**src/hdl/gse_pkg.sv**
```systemverilog
// Shared types and constants of the signed Golomb encoder.
`timescale 1ns / 1ps
`default_nettype none

package gse_pkg;

   localparam int DIVISOR_MAX_BITS = 24;
   localparam int UNARY_BITS       = 20;
   localparam int CODE_BITS        = 16;
   localparam int LEN_BITS         = 5;
   localparam int RSP_FIELD_BITS   = UNARY_BITS + CODE_BITS + LEN_BITS;
   localparam int RSP_TDATA_BITS   = ((RSP_FIELD_BITS + 7) / 8) * 8;
   localparam int RSP_PAD_BITS     = RSP_TDATA_BITS - RSP_FIELD_BITS;
   localparam int DEFAULT_DIVISOR  = 10000;

   typedef struct packed {
      logic [DIVISOR_MAX_BITS-1:0] m;
      logic [DIVISOR_MAX_BITS-1:0] t;
      logic [LEN_BITS-1:0]         k;
   } cfg_type;

endpackage

`default_nettype wire

```
**src/hdl/gse_csr.sv**
```systemverilog
// Divisor register with the derived code length and truncation threshold.
`timescale 1ns / 1ps
`default_nettype none

module gse_csr #(
   parameter int DIVISOR_BITS = 16
) (
   input  wire                     clock,
   input  wire                     reset,
   input  wire                     csr_valid,
   output logic                    csr_ready,
   input  wire  [DIVISOR_BITS-1:0] csr_data,
   output gse_pkg::cfg_type        cfg
);

   localparam logic [DIVISOR_BITS-1:0] RESET_DIVISOR =
      DIVISOR_BITS'(gse_pkg::DEFAULT_DIVISOR);

   function automatic gse_pkg::cfg_type derive(
      input logic [gse_pkg::DIVISOR_MAX_BITS-1:0] value
   );
      gse_pkg::cfg_type                       c;
      logic [gse_pkg::DIVISOR_MAX_BITS-1:0]   m;
      logic [gse_pkg::DIVISOR_MAX_BITS-1:0]   mm1;
      logic [gse_pkg::LEN_BITS-1:0]           k;
      logic [gse_pkg::DIVISOR_MAX_BITS:0]     pow;
      m   = (value == '0) ? gse_pkg::DIVISOR_MAX_BITS'(1) : value;
      mm1 = m - gse_pkg::DIVISOR_MAX_BITS'(1);
      k   = '0;
      for (int i = 0; i < gse_pkg::DIVISOR_MAX_BITS; i++) begin
         if (mm1[i]) begin
            k = gse_pkg::LEN_BITS'(i + 1);
         end
      end
      pow = (gse_pkg::DIVISOR_MAX_BITS + 1)'(1) << k;
      c.m = m;
      c.k = k;
      c.t = gse_pkg::DIVISOR_MAX_BITS'(pow - {1'b0, m});
      return c;
   endfunction

   gse_pkg::cfg_type cfg_ff;

   assign csr_ready = 1'b1;
   assign cfg       = cfg_ff;

   always_ff @(posedge clock) begin
      if (reset) begin
         cfg_ff <= derive(gse_pkg::DIVISOR_MAX_BITS'(RESET_DIVISOR));
      end else if (csr_valid) begin
         cfg_ff <= derive(gse_pkg::DIVISOR_MAX_BITS'(csr_data));
      end
   end

`ifndef SYNTHESIS
   a_cfg_consistent: assert property (@(posedge clock) disable iff (reset)
      (cfg_ff.m != '0) && (cfg_ff.t < cfg_ff.m))
      else $error("divisor register holds an inconsistent threshold");
`endif

endmodule

`default_nettype wire

```
**src/hdl/gse_div_pipe.sv**
```systemverilog
// Zigzag mapping stage followed by a pipelined restoring divider, one quotient bit per stage.
`timescale 1ns / 1ps
`default_nettype none

module gse_div_pipe #(
   parameter int RESIDUAL_BITS = 20,
   parameter int DIVISOR_BITS  = 16
) (
   input  wire                      clock,
   input  wire                      reset,
   input  gse_pkg::cfg_type         cfg,
   input  wire                      in_valid,
   output logic                     in_ready,
   input  wire  [RESIDUAL_BITS-1:0] in_residual,
   output logic                     out_valid,
   input  wire                      out_ready,
   output logic [RESIDUAL_BITS-1:0] out_quot,
   output logic [DIVISOR_BITS-1:0]  out_rem
);

   logic [DIVISOR_BITS-1:0]  m;
   logic [RESIDUAL_BITS+1:0] stage_ready;
   logic [RESIDUAL_BITS:0]   valid_ff;
   logic [RESIDUAL_BITS-1:0] quot_ff [0:RESIDUAL_BITS];
   logic [DIVISOR_BITS-1:0]  rem_ff  [0:RESIDUAL_BITS];
   logic [RESIDUAL_BITS-1:0] quot_in [0:RESIDUAL_BITS];
   logic [DIVISOR_BITS-1:0]  rem_in  [0:RESIDUAL_BITS];

   assign m                           = cfg.m[DIVISOR_BITS-1:0];
   assign stage_ready[RESIDUAL_BITS+1] = out_ready;
   assign in_ready                    = stage_ready[0];
   assign out_valid                   = valid_ff[RESIDUAL_BITS];
   assign out_quot                    = quot_ff[RESIDUAL_BITS];
   assign out_rem                     = rem_ff[RESIDUAL_BITS];

   assign quot_in[0] = {in_residual[RESIDUAL_BITS-2:0], 1'b0}
                       ^ {RESIDUAL_BITS{in_residual[RESIDUAL_BITS-1]}};
   assign rem_in[0]  = '0;

   for (genvar s = 0; s <= RESIDUAL_BITS; s++) begin : g_stage
      assign stage_ready[s] = !valid_ff[s] || stage_ready[s+1];

      if (s > 0) begin : g_step
         logic [DIVISOR_BITS:0] trial;
         logic                  fits;
         always_comb begin
            trial      = {rem_ff[s-1], quot_ff[s-1][RESIDUAL_BITS-1]};
            fits       = trial >= {1'b0, m};
            rem_in[s]  = fits ? DIVISOR_BITS'(trial - {1'b0, m})
                              : trial[DIVISOR_BITS-1:0];
            quot_in[s] = {quot_ff[s-1][RESIDUAL_BITS-2:0], fits};
         end
      end

      always_ff @(posedge clock) begin
         if (reset) begin
            valid_ff[s] <= 1'b0;
         end else if (stage_ready[s]) begin
            valid_ff[s] <= (s == 0) ? in_valid : valid_ff[(s == 0) ? 0 : s-1];
         end
      end

      always_ff @(posedge clock) begin
         if (stage_ready[s]) begin
            quot_ff[s] <= quot_in[s];
            rem_ff[s]  <= rem_in[s];
         end
      end
   end

`ifndef SYNTHESIS
   a_rem_below_divisor: assert property (@(posedge clock) disable iff (reset)
      out_valid |-> (out_rem < m))
      else $error("divider remainder is not below the divisor");
`endif

endmodule

`default_nettype wire

```
**src/hdl/gse_code_stage.sv**
```systemverilog
// Truncated-binary remainder coding and the result output register.
`timescale 1ns / 1ps
`default_nettype none

module gse_code_stage #(
   parameter int RESIDUAL_BITS = 20,
   parameter int DIVISOR_BITS  = 16
) (
   input  wire                                clock,
   input  wire                                reset,
   input  gse_pkg::cfg_type                   cfg,
   input  wire                                in_valid,
   output logic                               in_ready,
   input  wire  [RESIDUAL_BITS-1:0]           in_quot,
   input  wire  [DIVISOR_BITS-1:0]            in_rem,
   output logic                               out_valid,
   input  wire                                out_ready,
   output logic [gse_pkg::UNARY_BITS-1:0]     out_unary_count,
   output logic [gse_pkg::CODE_BITS-1:0]      out_remainder_code,
   output logic [gse_pkg::LEN_BITS-1:0]       out_remainder_length
);

   logic [DIVISOR_BITS-1:0]           t;
   logic [gse_pkg::LEN_BITS-1:0]      k;
   logic                              below;
   logic [DIVISOR_BITS-1:0]           code_full;
   logic                              valid_ff;
   logic [gse_pkg::UNARY_BITS-1:0]    unary_ff;
   logic [gse_pkg::CODE_BITS-1:0]     code_ff;
   logic [gse_pkg::LEN_BITS-1:0]      len_ff;
   logic [gse_pkg::UNARY_BITS-1:0]    unary_in;
   logic [gse_pkg::CODE_BITS-1:0]     code_in;
   logic [gse_pkg::LEN_BITS-1:0]      len_in;

   assign t = cfg.t[DIVISOR_BITS-1:0];
   assign k = cfg.k;

   always_comb begin
      below     = in_rem < t;
      code_full = below ? in_rem : DIVISOR_BITS'(in_rem + t);
      len_in    = below ? gse_pkg::LEN_BITS'(k - gse_pkg::LEN_BITS'(1)) : k;
      code_in   = gse_pkg::CODE_BITS'(code_full);
      unary_in  = gse_pkg::UNARY_BITS'(in_quot);
   end

   assign in_ready             = !valid_ff || out_ready;
   assign out_valid            = valid_ff;
   assign out_unary_count      = unary_ff;
   assign out_remainder_code   = code_ff;
   assign out_remainder_length = len_ff;

   always_ff @(posedge clock) begin
      if (reset) begin
         valid_ff <= 1'b0;
      end else if (in_ready) begin
         valid_ff <= in_valid;
      end
   end

   always_ff @(posedge clock) begin
      if (in_ready) begin
         unary_ff <= unary_in;
         code_ff  <= code_in;
         len_ff   <= len_in;
      end
   end

`ifndef SYNTHESIS
   a_len_matches_k: assert property (@(posedge clock) disable iff (reset)
      valid_ff |-> ((len_ff == k) || ((len_ff + gse_pkg::LEN_BITS'(1)) == k)))
      else $error("remainder length is neither k nor k minus one");
   a_code_fits_len: assert property (@(posedge clock) disable iff (reset)
      valid_ff |-> ((code_ff >> len_ff) == '0))
      else $error("remainder code has bits above its length");
`endif

endmodule

`default_nettype wire

```
**src/hdl/golomb_signed_encoder_unit.sv**
```systemverilog
// Top level of the signed Golomb encoder.
//
// Usage: each transfer on the req_ channel carries one signed residual in
// req_tdata. The block maps it to a non-negative value (n to 2n, negative n
// to 2|n|-1) and codes it with the divisor held in the csr_ register. Each
// residual gives exactly one transfer on the rsp_ channel with the unary
// quotient count, the truncated-binary remainder code and its bit length.
// The pipeline has one mapping stage, one restoring divider stage per quotient
// bit and one coding stage. Throughput is one residual per cycle while
// rsp_tready holds, set by the divider pipeline.
// The csr_ channel is always ready; write it only while no residual is in
// flight. A divisor of zero acts as one.
// Reset empties the pipeline and loads a divisor of 10000.
// When the receiver stalls, every stage holding a residual waits and empty
// stages keep filling, so nothing is lost or repeated.
`timescale 1ns / 1ps
`default_nettype none

module golomb_signed_encoder_unit #(
   parameter int RESIDUAL_BITS = 20,
   parameter int DIVISOR_BITS  = 16
) (
   input  wire                                  clock,
   input  wire                                  reset,
   input  wire                                  csr_valid,
   output logic                                 csr_ready,
   input  wire  [DIVISOR_BITS-1:0]              csr_data,
   input  wire                                  req_tvalid,
   output logic                                 req_tready,
   // Fields from bit 0: residual, then zero fill.
   input  wire  [((RESIDUAL_BITS + 7) / 8) * 8 - 1:0] req_tdata,
   output logic                                 rsp_tvalid,
   input  wire                                  rsp_tready,
   // Fields from bit 0: unary_count, remainder_code, remainder_length, zero fill.
   output logic [gse_pkg::RSP_TDATA_BITS-1:0]   rsp_tdata
);

   gse_pkg::cfg_type                  cfg;
   logic                              div_valid;
   logic                              div_ready;
   logic [RESIDUAL_BITS-1:0]          div_quot;
   logic [DIVISOR_BITS-1:0]           div_rem;
   logic [gse_pkg::UNARY_BITS-1:0]    unary_count;
   logic [gse_pkg::CODE_BITS-1:0]     remainder_code;
   logic [gse_pkg::LEN_BITS-1:0]      remainder_length;

   gse_csr #(
      .DIVISOR_BITS (DIVISOR_BITS)
   ) u_csr (
      .clock     (clock),
      .reset     (reset),
      .csr_valid (csr_valid),
      .csr_ready (csr_ready),
      .csr_data  (csr_data),
      .cfg       (cfg)
   );

   gse_div_pipe #(
      .RESIDUAL_BITS (RESIDUAL_BITS),
      .DIVISOR_BITS  (DIVISOR_BITS)
   ) u_div_pipe (
      .clock       (clock),
      .reset       (reset),
      .cfg         (cfg),
      .in_valid    (req_tvalid),
      .in_ready    (req_tready),
      .in_residual (req_tdata[RESIDUAL_BITS-1:0]),
      .out_valid   (div_valid),
      .out_ready   (div_ready),
      .out_quot    (div_quot),
      .out_rem     (div_rem)
   );

   gse_code_stage #(
      .RESIDUAL_BITS (RESIDUAL_BITS),
      .DIVISOR_BITS  (DIVISOR_BITS)
   ) u_code_stage (
      .clock                (clock),
      .reset                (reset),
      .cfg                  (cfg),
      .in_valid             (div_valid),
      .in_ready             (div_ready),
      .in_quot              (div_quot),
      .in_rem               (div_rem),
      .out_valid            (rsp_tvalid),
      .out_ready            (rsp_tready),
      .out_unary_count      (unary_count),
      .out_remainder_code   (remainder_code),
      .out_remainder_length (remainder_length)
   );

   assign rsp_tdata = {{gse_pkg::RSP_PAD_BITS{1'b0}}, remainder_length,
                       remainder_code, unary_count};

endmodule

`default_nettype wire

```
**config.mk**
```make
export PLATFORM = sky130hd
export DESIGN_NAME = golomb_signed_encoder_unit
export DESIGN_NICKNAME = d
export VERILOG_FILES = /design/src/hdl/gse_pkg.sv /design/src/hdl/gse_csr.sv /design/src/hdl/gse_div_pipe.sv /design/src/hdl/gse_code_stage.sv /design/src/hdl/golomb_signed_encoder_unit.sv
export SDC_FILE = /design/constraint.sdc
export NUM_CORES = 2
export LEC_CHECK = 0
export ABC_AREA = 1
export BUFFER_PORTS_ARGS = -buffer_cell sky130_fd_sc_hd__buf_2
export CAP_MARGIN = 20
export CORE_AREA = 2 2 267 269
export CTS_CLUSTER_SIZE = 14
export DETAILED_ROUTE_END_ITERATION = 8
export DIE_AREA = 0 0 269 271
export PLACE_DENSITY_LB_ADDON = 0.15
export SLEW_MARGIN = 30
export SYNTH_ARGS = -nofsm -noshare
export SYNTH_HDL_FRONTEND = slang
export SYNTH_SLANG_ARGS = --single-unit
```
**constraint.sdc**
```tcl
create_clock -name clock -period 8.28 [get_ports clock]
set_clock_uncertainty 0.1 [all_clocks]
set_input_delay 0.828 -clock clock [delete_from_list [all_inputs] [get_ports clock]]
set_output_delay 0.828 -clock clock [all_outputs]
set_load 0.1 [all_outputs]
```
# ---- Yosys cells after proc, flatten, opt, wreduce, memory -nomap -nowiden
# Memories as Yosys holds them, arrays and structs flattened. A register that Yosys moved wholly into a read port is not among the register bits.
# Cells that the tools add are included.
dict set report word_totals {
  register_bits 80
  ram_bits 756
  in_bits 45
  out_inout_bits 51
  wordCells 212
  mem_count 2
}
# name depth word_bits read_ports rd_clocked_by_memory_dff wr line_no
set mem_list {}
lappend mem_list {u_div_pipe.quot_ff 21 20 21 1 21 gse_div_pipe.sv:24} ;# logic [RESIDUAL_BITS-1:0] quot_ff [0:RESIDUAL_BITS];
lappend mem_list {u_div_pipe.rem_ff 21 16 21 0 21 gse_div_pipe.sv:25} ;# logic [DIVISOR_BITS-1:0] rem_ff [0:RESIDUAL_BITS];
dict set report classes {
  n_addsub 24
  order_cmp 21
  shifts 1
  mux 91
  bitwise_logic 1
  n_reduce_logical 45
}
# cell n
set ops {}
lappend ops {{two-way mux 16 bit} 22}
lappend ops {{greater-or-equal comparator 17 x 16 -> 1 bit} 20}
lappend ops {{subtractor 16 bit} 21}
lappend ops {{two-way mux 5 bit} 12}
lappend ops {{two-way mux 1 bit} 43}
lappend ops {{two-way mux 4 bit} 8}
lappend ops {{zero test 1 bit} 22}
lappend ops {{logical OR 1 bit} 22}
lappend ops {{bitwise XOR 20 bit} 1}
lappend ops {{subtractor 16 x 1 -> 17 bit, second input constant} 1}
lappend ops {{adder 16 bit} 1}
lappend ops {{zero test 16 bit} 1}
lappend ops {{less-than comparator 16 bit} 1}
lappend ops {{left shift 1 x 5 -> 16 bit, first input constant} 1}
lappend ops {{two-way mux 3 bit} 4}
lappend ops {{subtractor 5 x 1 -> 5 bit, second input constant} 1}
lappend ops {{two-way mux 2 bit} 2}

# ---- Longest topological paths before layout
dict set report depth {
  ltp_word 31
  ltp_mapped 42
  ltp_nobuf 42
}

# ---- Cells and area by module
# Synthesis repeated with hierarchy kept, for this count alone.
dict set report hier_totals {
  cells_unflattened 4364
  hier_area_um2 45456.1
}
# mod n_inst cells_per_inst area_each_um2 seq_area_each_um2
set modules_own_cells {}
lappend modules_own_cells {gse_div_pipe 1 3567 39435.3 22641.7}
lappend modules_own_cells {gse_csr 1 435 3037.9 900.9}
lappend modules_own_cells {gse_code_stage 1 354 2926.6 1251.2}
lappend modules_own_cells {golomb_signed_encoder_unit 1 8 56.3 0.0}

# ---- Worst setup path after synthesis
# No wires, ideal clock.
dict set report synth_timing {
  path_kind {reg-to-output}
  from {register u_code_stage.valid_ff, in the netlist u_code_stage.out_valid}
  to {output req_tready}
  arrival_time_ns 5.895
  required_time_ns 7.352
  slack_ns 1.457
  path_stages_with_launch 20
  path_buffers 0
  path_cell_list {dfxtp_1 -> nand4_4 -> nor2_4 -> nand2_4 -> nor2_4 -> nand2_4 -> nor2_4 -> nand2_4 -> nor2_4 -> nand2_4 -> nor2_4 -> nand2_4 -> nor2_4 -> nand2_4 -> nor2_4 -> nand2_4 -> nor2_4 -> nand2_4 -> nor2_8 -> nand3_4}
}
dict set report synth_via {
  elab_chain_len 23
}
# item line_no
set synth_rtl {}
lappend synth_rtl {{start, declared} gse_code_stage.sv:27} ;# logic valid_ff;
lappend synth_rtl {{start signal, assigned} gse_code_stage.sv:56} ;# valid_ff <= in_valid;
lappend synth_rtl {{zero test 1 bit} gse_code_stage.sv:46} ;# assign in_ready = !valid_ff || out_ready;
lappend synth_rtl {{logical OR 1 bit} gse_code_stage.sv:46}
lappend synth_rtl {{logical OR 1 bit (2 in a row)} gse_div_pipe.sv:41} ;# assign stage_ready[s] = !valid_ff[s] || stage_ready[s+1];
lappend synth_rtl {{named net u_div_pipe.stage_ready[19]} gse_div_pipe.sv:22} ;# logic [RESIDUAL_BITS+1:0] stage_ready;
lappend synth_rtl {{logical OR 1 bit (2 in a row)} gse_div_pipe.sv:41}
lappend synth_rtl {{named net u_div_pipe.stage_ready[17]} gse_div_pipe.sv:22}
lappend synth_rtl {{logical OR 1 bit (2 in a row)} gse_div_pipe.sv:41}
lappend synth_rtl {{named net u_div_pipe.stage_ready[15]} gse_div_pipe.sv:22}
lappend synth_rtl {{[2 not listed]} -}
lappend synth_rtl {{named net u_div_pipe.stage_ready[13]} gse_div_pipe.sv:22}
lappend synth_rtl {{[2 not listed]} -}
lappend synth_rtl {{named net u_div_pipe.stage_ready[11]} gse_div_pipe.sv:22}
lappend synth_rtl {{[2 not listed]} -}
lappend synth_rtl {{named net u_div_pipe.stage_ready[9]} gse_div_pipe.sv:22}
lappend synth_rtl {{logical OR 1 bit (2 in a row)} gse_div_pipe.sv:41}
lappend synth_rtl {{named net u_div_pipe.stage_ready[7]} gse_div_pipe.sv:22}
lappend synth_rtl {{logical OR 1 bit (2 in a row)} gse_div_pipe.sv:41}
lappend synth_rtl {{named net u_div_pipe.stage_ready[5]} gse_div_pipe.sv:22}
lappend synth_rtl {{logical OR 1 bit (2 in a row)} gse_div_pipe.sv:41}
lappend synth_rtl {{named net u_div_pipe.stage_ready[3]} gse_div_pipe.sv:22}
lappend synth_rtl {{logical OR 1 bit (3 in a row)} gse_div_pipe.sv:41}
lappend synth_rtl {{end, declared} golomb_signed_encoder_unit.sv:29} ;# output logic req_tready,
# The timed path passes the listed nets, and every way through them passes these cells.

# ---- Worst setup path after layout
# Ends and elaborated chain as after synthesis.

==> impl_metrics.toml <==
[final_layout]
drive_gt1_frac = 0.0747
seqCellArea_um2 = 24600
final_cell_mix = "787 x nand2_1, 781 x edfxtp_1, 444 x a21oi_1"
antenna_cells = 0
fin_nets = 4669
area_delta_synth_final_pct = 10.7
multiInputGateArea_um2 = 17700
final_common_cell = "nand2_1"
nFillCells = 5126

[clock_tree]
cts_root_buf = "clkbuf_16"
cts_tree = "done"
clkSlewWorstSetupHoldPaths_ns = 0.06
cts_setup_buffers = 0
cts_buffers = 88
htreeDepth = 3
holdBufCountCts = 0
cts.sinks = 840
insertion_delay_ns = 0.67
postCtsResizedCells = 0
clockBufferDepth = 3

[logic_synthesis]
yosys_register_bits = 840
syn_avg_cell_area_um2 = 10.6
synth_cell_type_count = 51
ys.flop_type = "edfxtp_1"
yosys_warnings = 0
synth_cells = 4118
synth.top_cell.area_share = 0.535
synth_area_leader_cell = "edfxtp_1"
synthArstFlopShare = 0
ys_top_cells_by_area = "edfxtp_1 53%, ha_1 10%, nand2_1 6.8%"
synth_edf_count = 781
synth_area_um2 = 43900
yosysSeqAreaShare = 0.562

[setup_path]
endpoint_kind = "output pin"
path_class = "reg2out"
cp_max_fo = 38
slowest_delay_ns = 0.50
crit_start = "u_code_stage.out_valid"
slowest_stage = "dfxtp_1"
cp_top_family = "simple AND/OR/NAND/NOR gates"
cp.arrival_ns = 5.69
crit_buf_inv = 1
rr_startpoint = "u_code_stage.out_valid"
crit_chain = "nand4_4, nor2_4, nand2_4, nor2_4, nand2_4, nor2_4, nand2_4, nor2_4, nand2_4, nor2_4, nand2_4, nor2_4, nand2_4, nor2_4, nand2_4, nor2_4, nand2_4, nor2_8, nand3_4, buf_2"
cp.required_ns = 7.35
crit_path_start_kind = "register"
r2r_slack_ns = 3.10

[drt]
first_pass_iters = 5
drtIter0Drc = 2315
drc = 0
wirelength_mm = 95.9
antenna_left = 0
via_per_inst = 5.63
via_count = 29633
wire_per_inst_um = 18.2

[placed_design]
place_hpwl_mm = 65.5
port_buffers = 83
globalplace.congestion = 0.892

[floorplanning]
fp-row-count = 97
ios = 96
dieArea_um2 = 72900
die_y_um = 271
initial_core_util = 0.628
core_um2 = 69800
fp.dieW_um = 269

[timing]
rsz0062_at_grt = "no"
whs_ns = 0.309
timing.slew.headroom = 0.376
setup_viol = 0
max_freq_mhz = 151
finalHoldViolCount = 0
min_period_over_period = 0.799
fin_setup_tns_ns = 0
slew_viol_final = 0
worst_pin_slew_ns = 0.931
period_needed_ns = 6.62

[global_route]
grt_use_total = 0.265
grt_overflow = 0
grt_first_pass_wirelength_mm = 151
grt_max_degree = 48
antenna_found_initial = 0
grt_pass1_vias = 28341

[power_and_ir_drop]
p_per_area_nw_per_um2 = 360
p_total_mw = 17.5
peakVddDrop_v = 0.000281
p_leak_nw = 21.5

[min_path]
min_from = "u_div_pipe.quot_ff[15][0]"
hp-class = "reg2reg"

[run]
drv_cap = 0

[run_status]
status = "finished clean"
## cell usage after synthesis (all sizes together), types with 23 or more instances
master  number
nor2       295
dfxtp       59
nand4       23
o21ai      217
a21oi      446
nand3      219
edfxtp     781
nand2      805
clkbuf      70
xor2       175
o21bai      23
ha         355
xnor2      116
nor4        26
nor3        27
inv        329
## sequential cells by signal (all words and copies together), names as in the netlist
name / flops
u_code_stage.out_remainder_code: 16
u_code_stage.out_remainder_length: 5
u_code_stage.out_unary_count: 20
u_code_stage.out_valid: 1
u_csr.cfg: 37
u_div_pipe.out_valid: 1
u_div_pipe.quot_ff: 420
u_div_pipe.rem_ff: 320
u_div_pipe.valid_ff: 20
## where the power goes
| group | internal [mW] | leakage [nW] | total (mW) | switching [mW] |
|---|---|---|---|---|
| sequential | 6.11 | 9.09 | 6.64 | 0.532 |
| combinational | 2.36 | 10.9 | 6.72 | 4.36 |
| clock | 2.43 | 1.50 | 4.11 | 1.68 |
## worst paths after layout
check / cells after the start / endpoint
min: 0 / u_div_pipe.quot_ff[16][1]
min reg2reg: 0 / u_div_pipe.quot_ff[16][1]
max reg2reg: 19 / u_div_pipe.rem_ff[0][24]
max: 20 / req_tready
## through the flow
stage / instances / setup slack (ns) / utilization / area (µm²)
detailed placement: 5098 / 1.67 / 0.651 / 45400
CTS: 5264 / 1.55 / 0.695 / 48500
finish: 5264 / 1.66 / 0.696 / 48600
global placement: 5098 / 1.91 / 0.651 / 45400
global route: 5264 / 1.11 / 0.696 / 48600
floorplan: 4124 / 1.46 / - / 43900
## metal layers
| metal | vias up | part of all wire | track usage |
|---|---|---|---|
| li1 | 14751 | - | - |
| met1 | 14060 | 0.44 | 0.353 |
| met2 | 667 | 0.49 | 0.451 |
| met3 | 155 | 0.048 | 0.0380 |
| met4 | 0 | 0.028 | 0.0798 |
| met5 | - | 0 | 0 |
## kinds of logic (layout without fill, tap and decap cells)
kind of cell,Yosys count,count (layout),share of synthesized area
AND/OR/NAND/NOR,1419,1419,0.137
adder cells (fa/ha/maj),376,376,0.111
other,2,8,0.000171
XOR/XNOR,291,291,0.0581
flip-flops,840,840,0.562
buffers and inverters,422,622,0.0372
AO/OA/AOI/OAI,768,768,0.0952
## final cells by class
cell class,count,share of cell area
clock buffer,117,0.0499
tap,940,0.0242
multi-input combinational,2862,0.364
timing repair buffer,126,0.0152
inverter,330,0.0255
clock inverter,49,0.0137
sequential,840,0.507
No activity file was read; power rests on OpenSTA's default activity.
